--- config.mk ---
export PLATFORM = sky130hd
export DESIGN_NAME = i2c_master_transaction_sequencer_top_flat
export DESIGN_NICKNAME = d
export VERILOG_FILES = /design/src/rtl/i2cs_pkg.sv /design/src/rtl/i2cs_if.sv /design/src/rtl/i2c_master_transaction_sequencer_top.sv /design/src/rtl/i2cs_store.sv /design/src/rtl/i2cs_ctrl.sv /design/src/rtl/i2cs_out.sv /design/src/flat_wrapper.sv
export SDC_FILE = /design/constraint.sdc
export NUM_CORES = 1
export LEC_CHECK = 0
export BUFFER_PORTS_ARGS = -buffer_cell sky130_fd_sc_hd__buf_4
export CORE_AREA = 2 2 245 295
export DETAILED_ROUTE_END_ITERATION = 7
export DIE_AREA = 0 0 247 297
export GPL_TIMING_DRIVEN = 0
export SLEW_MARGIN = 20
export SYNTH_ARGS = -nofsm -noshare
export SYNTH_HDL_FRONTEND = slang
export SYNTH_SLANG_ARGS = --single-unit
--- constraint.sdc ---
create_clock -name i_clk -period 9.6 [get_ports i_clk]
set_input_delay 1.92 -clock i_clk [delete_from_list [all_inputs] [get_ports i_clk]]
set_output_delay 1.92 -clock i_clk [all_outputs]
set_load 0.005 [all_outputs]
--- src/rtl/i2cs_pkg.sv ---
// Package for the I2C master transaction sequencer: word types, command and
// item kind codes, and the bus status codes that drive the transfer.
// No dependencies.
package i2cs_pkg;

    typedef enum logic [1:0] {
        KIND_LOAD        = 2'd0,
        KIND_START_WRITE = 2'd1,
        KIND_START_READ  = 2'd2,
        KIND_STATUS      = 2'd3
    } t_kind;

    typedef enum logic [2:0] {
        CMD_NONE  = 3'd0,
        CMD_START = 3'd1,
        CMD_STOP  = 3'd2,
        CMD_ADDR  = 3'd3,
        CMD_DATA  = 3'd4,
        CMD_ACK   = 3'd5,
        CMD_NACK  = 3'd6,
        CMD_CLEAR = 3'd7
    } t_cmd;

    localparam logic [7:0] STATUS_MASK     = 8'hF8;
    localparam logic [7:0] ST_START        = 8'h08;
    localparam logic [7:0] ST_RESTART      = 8'h10;
    localparam logic [7:0] ST_MT_SLA_ACK   = 8'h18;
    localparam logic [7:0] ST_MT_SLA_NACK  = 8'h20;
    localparam logic [7:0] ST_MT_DATA_ACK  = 8'h28;
    localparam logic [7:0] ST_MT_DATA_NACK = 8'h30;
    localparam logic [7:0] ST_ARB_LOST     = 8'h38;
    localparam logic [7:0] ST_MR_SLA_ACK   = 8'h40;
    localparam logic [7:0] ST_MR_SLA_NACK  = 8'h48;
    localparam logic [7:0] ST_MR_DATA_ACK  = 8'h50;
    localparam logic [7:0] ST_MR_DATA_NACK = 8'h58;

    typedef struct packed {
        t_kind      kind;
        logic [5:0] load_index;
        logic [7:0] load_value;
        logic [6:0] slave_address;
        logic [6:0] transfer_length;
        logic [7:0] bus_status;
        logic [7:0] received_byte;
    } t_in_word;

    typedef struct packed {
        logic       accepted;
        t_cmd       command;
        logic [7:0] bus_byte;
        logic       read_valid;
        logic [5:0] read_index;
        logic [7:0] read_byte;
        logic       busy_now;
        logic       last_success;
        logic       finished;
    } t_out_word;

    // Decoded result held between the control stage and the output register.
    typedef struct packed {
        logic       accepted;
        t_cmd       command;
        logic [7:0] addr_byte;
        logic       use_store;
        logic       store_hit;
        logic       read_valid;
        logic [5:0] read_index;
        logic [7:0] read_byte;
        logic       busy_now;
        logic       last_success;
        logic       finished;
    } t_stage;

endpackage

--- src/rtl/i2cs_if.sv ---
// Valid/ready channel interfaces for the input and result words.
// Depends on i2cs_pkg.
interface i2cs_in_if;
    logic               valid;
    logic               ready;
    i2cs_pkg::t_in_word data;

    modport source (output valid, output data, input ready);
    modport sink (input valid, input data, output ready);
endinterface

interface i2cs_out_if;
    logic                valid;
    logic                ready;
    i2cs_pkg::t_out_word data;

    modport source (output valid, output data, input ready);
    modport sink (input valid, input data, output ready);
endinterface

--- src/rtl/i2c_master_transaction_sequencer_top.sv ---
// Top level of the I2C master transaction sequencer.
// Depends on i2cs_pkg, i2cs_if, i2cs_store, i2cs_ctrl and i2cs_out.
//
//   Channel   Dir   Word                  Handshake
//   i_in      in    i2cs_pkg::t_in_word   valid/ready, taken when both high
//   o_out     out   i2cs_pkg::t_out_word  valid/ready, taken when both high
//
// One word is taken per cycle while the output does not stall; its result is
// registered at the control stage, with the store read, then in the output
// register. Reset clears the transfer state; the byte store is not cleared.
// A stall at the output fills the two stages, then holds the input off.
module i2c_master_transaction_sequencer_top #(
    parameter int STORE_DEPTH = 64
) (
    input  logic        i_clk,
    input  logic        i_rst_n,
    i2cs_in_if.sink     i_in,
    i2cs_out_if.source  o_out
);

    localparam int AW = (STORE_DEPTH > 1) ? $clog2(STORE_DEPTH) : 1;

    logic             s1_valid;
    logic             s1_ready;
    i2cs_pkg::t_stage s1;
    logic             wr_en;
    logic [AW-1:0]    wr_addr;
    logic [7:0]       wr_data;
    logic             rd_en;
    logic [AW-1:0]    rd_addr;
    logic [7:0]       rd_data;

    i2cs_ctrl #(
        .STORE_DEPTH (STORE_DEPTH),
        .AW          (AW)
    ) u_ctrl (
        .i_clk      (i_clk),
        .i_rst_n    (i_rst_n),
        .i_in       (i_in),
        .i_s1_ready (s1_ready),
        .o_s1_valid (s1_valid),
        .o_s1       (s1),
        .o_wr_en    (wr_en),
        .o_wr_addr  (wr_addr),
        .o_wr_data  (wr_data),
        .o_rd_en    (rd_en),
        .o_rd_addr  (rd_addr)
    );

    i2cs_store #(
        .STORE_DEPTH (STORE_DEPTH),
        .AW          (AW)
    ) u_store (
        .i_clk     (i_clk),
        .i_wr_en   (wr_en),
        .i_wr_addr (wr_addr),
        .i_wr_data (wr_data),
        .i_rd_en   (rd_en),
        .i_rd_addr (rd_addr),
        .o_rd_data (rd_data)
    );

    i2cs_out u_out (
        .i_clk        (i_clk),
        .i_rst_n      (i_rst_n),
        .i_s1_valid   (s1_valid),
        .i_s1         (s1),
        .i_store_data (rd_data),
        .o_s1_ready   (s1_ready),
        .o_out        (o_out)
    );

endmodule

--- src/rtl/i2cs_store.sv ---
// Byte store: one write port and one registered read port.
// Depends on nothing outside this file.
module i2cs_store #(
    parameter int STORE_DEPTH = 64,
    parameter int AW          = 6
) (
    input  logic          i_clk,
    input  logic          i_wr_en,
    input  logic [AW-1:0] i_wr_addr,
    input  logic [7:0]    i_wr_data,
    input  logic          i_rd_en,
    input  logic [AW-1:0] i_rd_addr,
    output logic [7:0]    o_rd_data
);

    logic [7:0] r_mem [STORE_DEPTH];
    logic [7:0] r_rd_data;

    always_ff @(posedge i_clk) begin
        if (i_wr_en) begin
            r_mem[i_wr_addr] <= i_wr_data;
        end
    end

    always_ff @(posedge i_clk) begin
        if (i_rd_en) begin
            r_rd_data <= r_mem[i_rd_addr];
        end
    end

    assign o_rd_data = r_rd_data;

endmodule

--- src/rtl/i2cs_ctrl.sv ---
// Transfer state and status decode; registers one decoded result per word.
// Depends on i2cs_pkg and i2cs_in_if.
module i2cs_ctrl #(
    parameter int STORE_DEPTH = 64,
    parameter int AW          = 6
) (
    input  logic               i_clk,
    input  logic               i_rst_n,
    i2cs_in_if.sink            i_in,
    input  logic               i_s1_ready,
    output logic               o_s1_valid,
    output i2cs_pkg::t_stage   o_s1,
    output logic               o_wr_en,
    output logic [AW-1:0]      o_wr_addr,
    output logic [7:0]         o_wr_data,
    output logic               o_rd_en,
    output logic [AW-1:0]      o_rd_addr
);

    localparam logic [7:0] DEPTH_W = 8'(STORE_DEPTH);

    logic             r_busy, n_busy;
    logic             r_reading, n_reading;
    logic [6:0]       r_target, n_target;
    logic [6:0]       r_len, n_len;
    logic [6:0]       r_pos, n_pos;
    logic             r_ack, n_ack;
    logic             r_success, n_success;
    logic             r_s1_valid;
    i2cs_pkg::t_stage r_s1, n_s1;

    logic             accept;
    logic [7:0]       status;
    logic [7:0]       pos_w;
    logic [7:0]       idx_w;
    logic [6:0]       pos_inc;
    logic             pos_hit;
    logic             rd_item;
    logic             refuse;
    logic             ack_now;
    logic             do_stop;
    logic             do_store;

    assign i_in.ready = !r_s1_valid || i_s1_ready;
    assign accept     = i_in.valid && i_in.ready;
    assign status     = i_in.data.bus_status & i2cs_pkg::STATUS_MASK;
    assign pos_w      = {1'b0, r_pos};
    assign idx_w      = {2'b00, i_in.data.load_index};
    assign pos_inc    = 7'(r_pos + 7'd1);
    assign pos_hit    = pos_w < DEPTH_W;
    assign rd_item    = i_in.data.kind == i2cs_pkg::KIND_START_READ;
    assign refuse     = r_busy || ({1'b0, i_in.data.transfer_length} > DEPTH_W)
                        || (rd_item && i_in.data.transfer_length == 7'd0);

    always_comb begin
        n_busy    = r_busy;
        n_reading = r_reading;
        n_target  = r_target;
        n_len     = r_len;
        n_pos     = r_pos;
        n_ack     = r_ack;
        n_success = r_success;
        ack_now   = r_ack;
        do_stop   = 1'b0;
        do_store  = 1'b0;
        o_wr_en   = 1'b0;
        o_wr_addr = idx_w[AW-1:0];
        o_wr_data = i_in.data.load_value;

        n_s1            = '0;
        n_s1.accepted   = 1'b1;
        n_s1.command    = i2cs_pkg::CMD_NONE;
        n_s1.read_index = r_pos[5:0];
        n_s1.read_byte  = i_in.data.received_byte;

        unique case (i_in.data.kind)
            i2cs_pkg::KIND_LOAD: begin
                o_wr_en = idx_w < DEPTH_W;
            end
            i2cs_pkg::KIND_START_WRITE, i2cs_pkg::KIND_START_READ: begin
                if (refuse) begin
                    n_s1.accepted = 1'b0;
                end else begin
                    n_target     = i_in.data.slave_address;
                    n_reading    = rd_item;
                    n_len        = i_in.data.transfer_length;
                    n_pos        = 7'd0;
                    n_busy       = 1'b1;
                    n_s1.command = i2cs_pkg::CMD_START;
                end
            end
            default: begin
                unique case (status) inside
                    i2cs_pkg::ST_START, i2cs_pkg::ST_RESTART: begin
                        n_s1.command   = i2cs_pkg::CMD_ADDR;
                        n_s1.addr_byte = {r_target, r_reading};
                    end
                    i2cs_pkg::ST_MT_SLA_ACK, i2cs_pkg::ST_MT_DATA_ACK: begin
                        n_success = 1'b1;
                        if (r_pos < r_len) begin
                            n_s1.command   = i2cs_pkg::CMD_DATA;
                            n_s1.use_store = 1'b1;
                            n_s1.store_hit = pos_hit;
                            n_pos          = pos_inc;
                        end else begin
                            do_stop = 1'b1;
                        end
                    end
                    i2cs_pkg::ST_MR_SLA_ACK: begin
                        n_success    = 1'b1;
                        n_ack        = r_len != 7'd1;
                        n_s1.command = n_ack ? i2cs_pkg::CMD_ACK : i2cs_pkg::CMD_NACK;
                    end
                    i2cs_pkg::ST_MR_DATA_ACK: begin
                        n_success = 1'b1;
                        do_store  = 1'b1;
                        n_pos     = pos_inc;
                        if (pos_inc == r_len) begin
                            do_stop = 1'b1;
                        end else begin
                            if (({1'b0, pos_inc} + 8'd1) == {1'b0, r_len}) begin
                                ack_now = 1'b0;
                            end
                            n_ack        = ack_now;
                            n_s1.command = ack_now ? i2cs_pkg::CMD_ACK
                                                   : i2cs_pkg::CMD_NACK;
                        end
                    end
                    i2cs_pkg::ST_MR_DATA_NACK: begin
                        n_success = 1'b1;
                        do_store  = 1'b1;
                        n_pos     = pos_inc;
                        do_stop   = 1'b1;
                    end
                    i2cs_pkg::ST_MT_SLA_NACK, i2cs_pkg::ST_MT_DATA_NACK,
                    i2cs_pkg::ST_ARB_LOST, i2cs_pkg::ST_MR_SLA_NACK: begin
                        n_success = 1'b0;
                        do_stop   = 1'b1;
                    end
                    default: begin
                        n_s1.command = i2cs_pkg::CMD_CLEAR;
                    end
                endcase
            end
        endcase

        if (do_store && pos_hit) begin
            o_wr_en         = 1'b1;
            o_wr_addr       = pos_w[AW-1:0];
            o_wr_data       = i_in.data.received_byte;
            n_s1.read_valid = 1'b1;
        end
        if (!n_s1.read_valid) begin
            n_s1.read_index = 6'd0;
            n_s1.read_byte  = 8'd0;
        end
        if (do_stop) begin
            n_s1.command  = i2cs_pkg::CMD_STOP;
            n_s1.finished = 1'b1;
            n_busy        = 1'b0;
        end

        n_s1.busy_now     = n_busy;
        n_s1.last_success = n_success;
        o_wr_en           = o_wr_en && accept;
    end

    assign o_rd_en   = accept && pos_hit;
    assign o_rd_addr = pos_w[AW-1:0];

    always_ff @(posedge i_clk) begin
        if (!i_rst_n) begin
            r_busy     <= 1'b0;
            r_reading  <= 1'b0;
            r_target   <= 7'd0;
            r_len      <= 7'd0;
            r_pos      <= 7'd0;
            r_ack      <= 1'b0;
            r_success  <= 1'b0;
            r_s1_valid <= 1'b0;
        end else begin
            if (accept) begin
                r_busy    <= n_busy;
                r_reading <= n_reading;
                r_target  <= n_target;
                r_len     <= n_len;
                r_pos     <= n_pos;
                r_ack     <= n_ack;
                r_success <= n_success;
            end
            if (i_in.ready) begin
                r_s1_valid <= i_in.valid;
            end
        end
    end

    always_ff @(posedge i_clk) begin
        if (accept) begin
            r_s1 <= n_s1;
        end
    end

    assign o_s1_valid = r_s1_valid;
    assign o_s1       = r_s1;

endmodule

--- src/rtl/i2cs_out.sv ---
// Output register: picks the bus byte (store or address) and holds the result.
// Depends on i2cs_pkg and i2cs_out_if.
module i2cs_out (
    input  logic             i_clk,
    input  logic             i_rst_n,
    input  logic             i_s1_valid,
    input  i2cs_pkg::t_stage i_s1,
    input  logic [7:0]       i_store_data,
    output logic             o_s1_ready,
    i2cs_out_if.source       o_out
);

    logic                r_valid;
    i2cs_pkg::t_out_word r_word, n_word;

    assign o_s1_ready = !r_valid || o_out.ready;

    always_comb begin
        n_word.accepted     = i_s1.accepted;
        n_word.command      = i_s1.command;
        n_word.read_valid   = i_s1.read_valid;
        n_word.read_index   = i_s1.read_index;
        n_word.read_byte    = i_s1.read_byte;
        n_word.busy_now     = i_s1.busy_now;
        n_word.last_success = i_s1.last_success;
        n_word.finished     = i_s1.finished;
        if (i_s1.use_store) begin
            n_word.bus_byte = i_s1.store_hit ? i_store_data : 8'd0;
        end else begin
            n_word.bus_byte = i_s1.addr_byte;
        end
    end

    always_ff @(posedge i_clk) begin
        if (!i_rst_n) begin
            r_valid <= 1'b0;
        end else if (o_s1_ready) begin
            r_valid <= i_s1_valid;
        end
    end

    always_ff @(posedge i_clk) begin
        if (o_s1_ready && i_s1_valid) begin
            r_word <= n_word;
        end
    end

    assign o_out.valid = r_valid;
    assign o_out.data  = r_word;

endmodule

--- src/flat_wrapper.sv ---
// flat-port wrapper written by rule: the top's interface ports become plain ports
module i2c_master_transaction_sequencer_top_flat 
#(
    parameter int STORE_DEPTH = 64
)
  (i_clk, i_rst_n, i_in_valid, i_in_data, i_in_ready, o_out_valid, o_out_data, o_out_ready);
  i2cs_in_if i_in_i ();
  i2cs_out_if o_out_i ();
  input  logic i_clk;
  input  logic i_rst_n;
  input wire logic [$bits(i_in_i.valid)-1:0] i_in_valid;
  input wire logic [$bits(i_in_i.data)-1:0] i_in_data;
  output wire logic [$bits(i_in_i.ready)-1:0] i_in_ready;
  output wire logic [$bits(o_out_i.valid)-1:0] o_out_valid;
  output wire logic [$bits(o_out_i.data)-1:0] o_out_data;
  input wire logic [$bits(o_out_i.ready)-1:0] o_out_ready;
  assign i_in_i.valid = i_in_valid;
  assign i_in_i.data = i_in_data;
  assign i_in_ready = i_in_i.ready;
  assign o_out_valid = o_out_i.valid;
  assign o_out_data = o_out_i.data;
  assign o_out_i.ready = o_out_ready;
  i2c_master_transaction_sequencer_top #(.STORE_DEPTH(STORE_DEPTH)) u_core (.i_clk(i_clk), .i_rst_n(i_rst_n), .i_in(i_in_i), .o_out(o_out_i));
endmodule
==> reports/metrics.cfg <==
[placed_design]
portBuffers = 77
pre_cts_ws_ns = 3.44
dp_hpwl_um = 40900
gp_congestion = 0.878

[yosys]
yosysUniqueCellTypes = 60
synth.most_common_cell = edfxtp_1
ys_ff_latch = 609
synth_edf_count = 582
synthTopCellsByArea = edfxtp_1 (71%), mux4_2 (15%), dfxtp_1 (2.2%)
synth_seq_area_share_pct = 73.5
synthArstFlopShare_pct = 0
synth.avg_cell_area_um2 = 19.5
synth_ff_type = edfxtp_1
synth_top_area_cell = edfxtp_1
syn_nets = 1320
syn-cell-area_um2 = 24500
postSynthCellCount = 1256
ys.warnings.count = 0
synth_common_cells = edfxtp_1 (582), mux4_2 (164), nor2_1 (73)
synth_top_cell_area_share_pct = 71.3

[min_path]
min_to = u_core.u_out.o_out.data[10]
holdPathStages = 0
hold_path.class = reg2reg
min_from = u_core.u_ctrl.o_s1[10]

[clocking]
cts_buffers = 59
postCtsSetupBuffers = 0
clock-sinks = 609
cts_hold_buf = 0
root_buffer = clkbuf_16
cts_tree = yes
htreeDepth = 2
post_cts_resized = 0
insertion_delay_ns = 0.62
clockBufferDepth = 3
clk_pin_slew_ns = 0.06

[timing]
max_freq_ghz = 0.179
slew_headroom_pct = 24.2
worst_pin_slew_ns = 1.14
fin_skew_ns = 0.0169
layout_min_cycle_time_ns = 5.57
finalHoldViolations = 0
setup_violations = 0
fin_tns_setup_ns = 0
slew_viol_final = 0
rsz0062_at_grt = no
setup_ws_ns = 4.03
finalCritPeriodShare_pct = 58.1

[route]
route.vias.total = 12456
finalWirelength_um = 59200
drc_errors = 0
wl_per_cell_um = 24.9
dr.pass1.iters = 5
drt-initial-drc-count = 1158
drtAntennaViolNets = 0
vias_per_cell = 5.24

[setup_path]
worstPathCellList = buf_4, ha_1, clkbuf_1, nand2b_1, or3_1, clkbuf_1, clkbuf_1, clkbuf_1, nand2_1, nand2_1, nand2_1, nor2_1
critPathMaxFanout = 10
reg2reg_depth = 7
regToRegSetupSlack_ns = 5.03
cp.buffers_inverters = 5
crit_required_ns = 9.84
crit_arrival_ns = 5.82
critPathCaptureType = flip-flop
cp_common_cell = clkbuf_1
critPathTopFamily = simple AND/OR/NAND/NOR gates
cp-start-kind = input port
cp_slowest_cell = nor2_1
r2r_start = u_core.u_ctrl.r_pos[1]
r2r_end = u_core.u_store.r_mem[59][5]
cpPeakStageDelay_ns = 0.72
setup.worst_path.class = in2reg

[global_routing]
antenna_found_initial = 0
grtUsageTotal_pct = 16.3
grt_overflow = 0
grt_pass1_vias = 13053
grt_pass1_wl_um = 87100
grt_max_degree = 65

[final_layout]
nFillCells = 6215
finalNetCount = 1471
area_growth_pct = 16.5
multi_input_area_um2 = 6240
regArea_um2 = 18000
layout-drive-gt1-share_pct = 27.3

[power]
p_leak_uw = 0.00877
cellPowerDensity_nw_per_um2 = 193
p_total_uw = 5500
ir_worst_vdd_uv = 141

[die]
initial_utilization_pct = 34.7
coreArea_um2 = 70600
dieArea_um2 = 73400
fp.dieH_um = 297
die_x_um = 247
row_count = 107
ioPinCount = 82

[outcome]
outcome = complete, no violations

[job]
max-cap-violations = 0

[stage by stage]
step           util (%)  hold WS (ns)  cell area, um2  std cells
6_report           40.5         0.420           28500       2379
5_1_grt            40.5         0.424           28500       2378
4_1_cts            40.4         0.420           28500       2378
3_5_place_dp       37.7         0.405           26600       2272
3_3_place_gp       37.2         0.400           26200       2259
2_1_floorplan         -         0.400           24500       1256
[sequential cells by signal, summed over array words and instances, names as in the netlist, 7 cells and up]
register                  cells
u_core.u_ctrl.o_s1           32
u_core.u_ctrl.r_len           7
u_core.u_ctrl.r_pos           7
u_core.u_ctrl.r_target        7
u_core.u_out.o_out.data      30
u_core.u_store.o_rd_data      8
u_core.u_store.r_mem        512
[cells in the final DEF, fill, tap and decap left out, types with 15 or more instances in the layout]
cell / Yosys / layout
edfxtp_1: 582 / 582
mux4_2: 164 / 164
buf_4: 0 / 80
nor2_1: 73 / 73
clkbuf_1: 50 / 64
clkbuf_16: 0 / 61
nand2_1: 39 / 39
inv_1: 28 / 27
dfxtp_1: 27 / 27
o21ai_0: 24 / 24
and2_1: 23 / 23
nor2b_1: 20 / 19
nor3_2: 0 / 19
a21oi_1: 15 / 15
[report_power, final]
group | internal [uW] | switching (uW)
registers | 2930 | 7.90
logic | 89.7 | 140
clock network | 1360 | 965
[worst max path at each step]
stage                   from                           to  cells after the start
4_1_cts        i_in_data[44]  u_core.u_store.r_mem[47][2]                     12
5_1_grt        i_in_data[44]  u_core.u_store.r_mem[47][2]                     12
3_5_place_dp   i_in_data[44]  u_core.u_store.r_mem[55][1]                     12
2_1_floorplan  i_in_data[44]  u_core.u_store.r_mem[48][0]                     10
6_report       i_in_data[44]  u_core.u_store.r_mem[55][1]                     12
3_3_place_gp     o_out_ready  u_core.u_store.r_mem[12][2]                      8
[final cells by class]
type	count	area share, %
timing repair buffer	90	2.82
clock inverter	28	1.10
inverter	28	0.368
multi-input combinational	550	21.9
buffer	69	0.986
sequential	609	63.1
clock buffer	78	5.68
antenna	1	0.00877
tap	926	4.06
[kinds of logic after synthesis]
kind of cell    share of synthesized area (%)
flops                                    73.5
simple gates                             5.09
buf+inv                                  1.57
mux                                      15.9
compound gates                           2.37
xor+xnor                                0.807
fa+ha+maj                               0.715
[routing by layer]
metal  vias to the layer above  global-route usage (%)  wire [um]
li1                       5382                       -          -
met1                      6536                    20.0      23200
met2                       401                    29.0      31000
met3                       137                    2.22       2790
met4                         0                    5.88       2220
met5                         -                       0          0
Note: power is estimated with default switching activity, not from simulation.
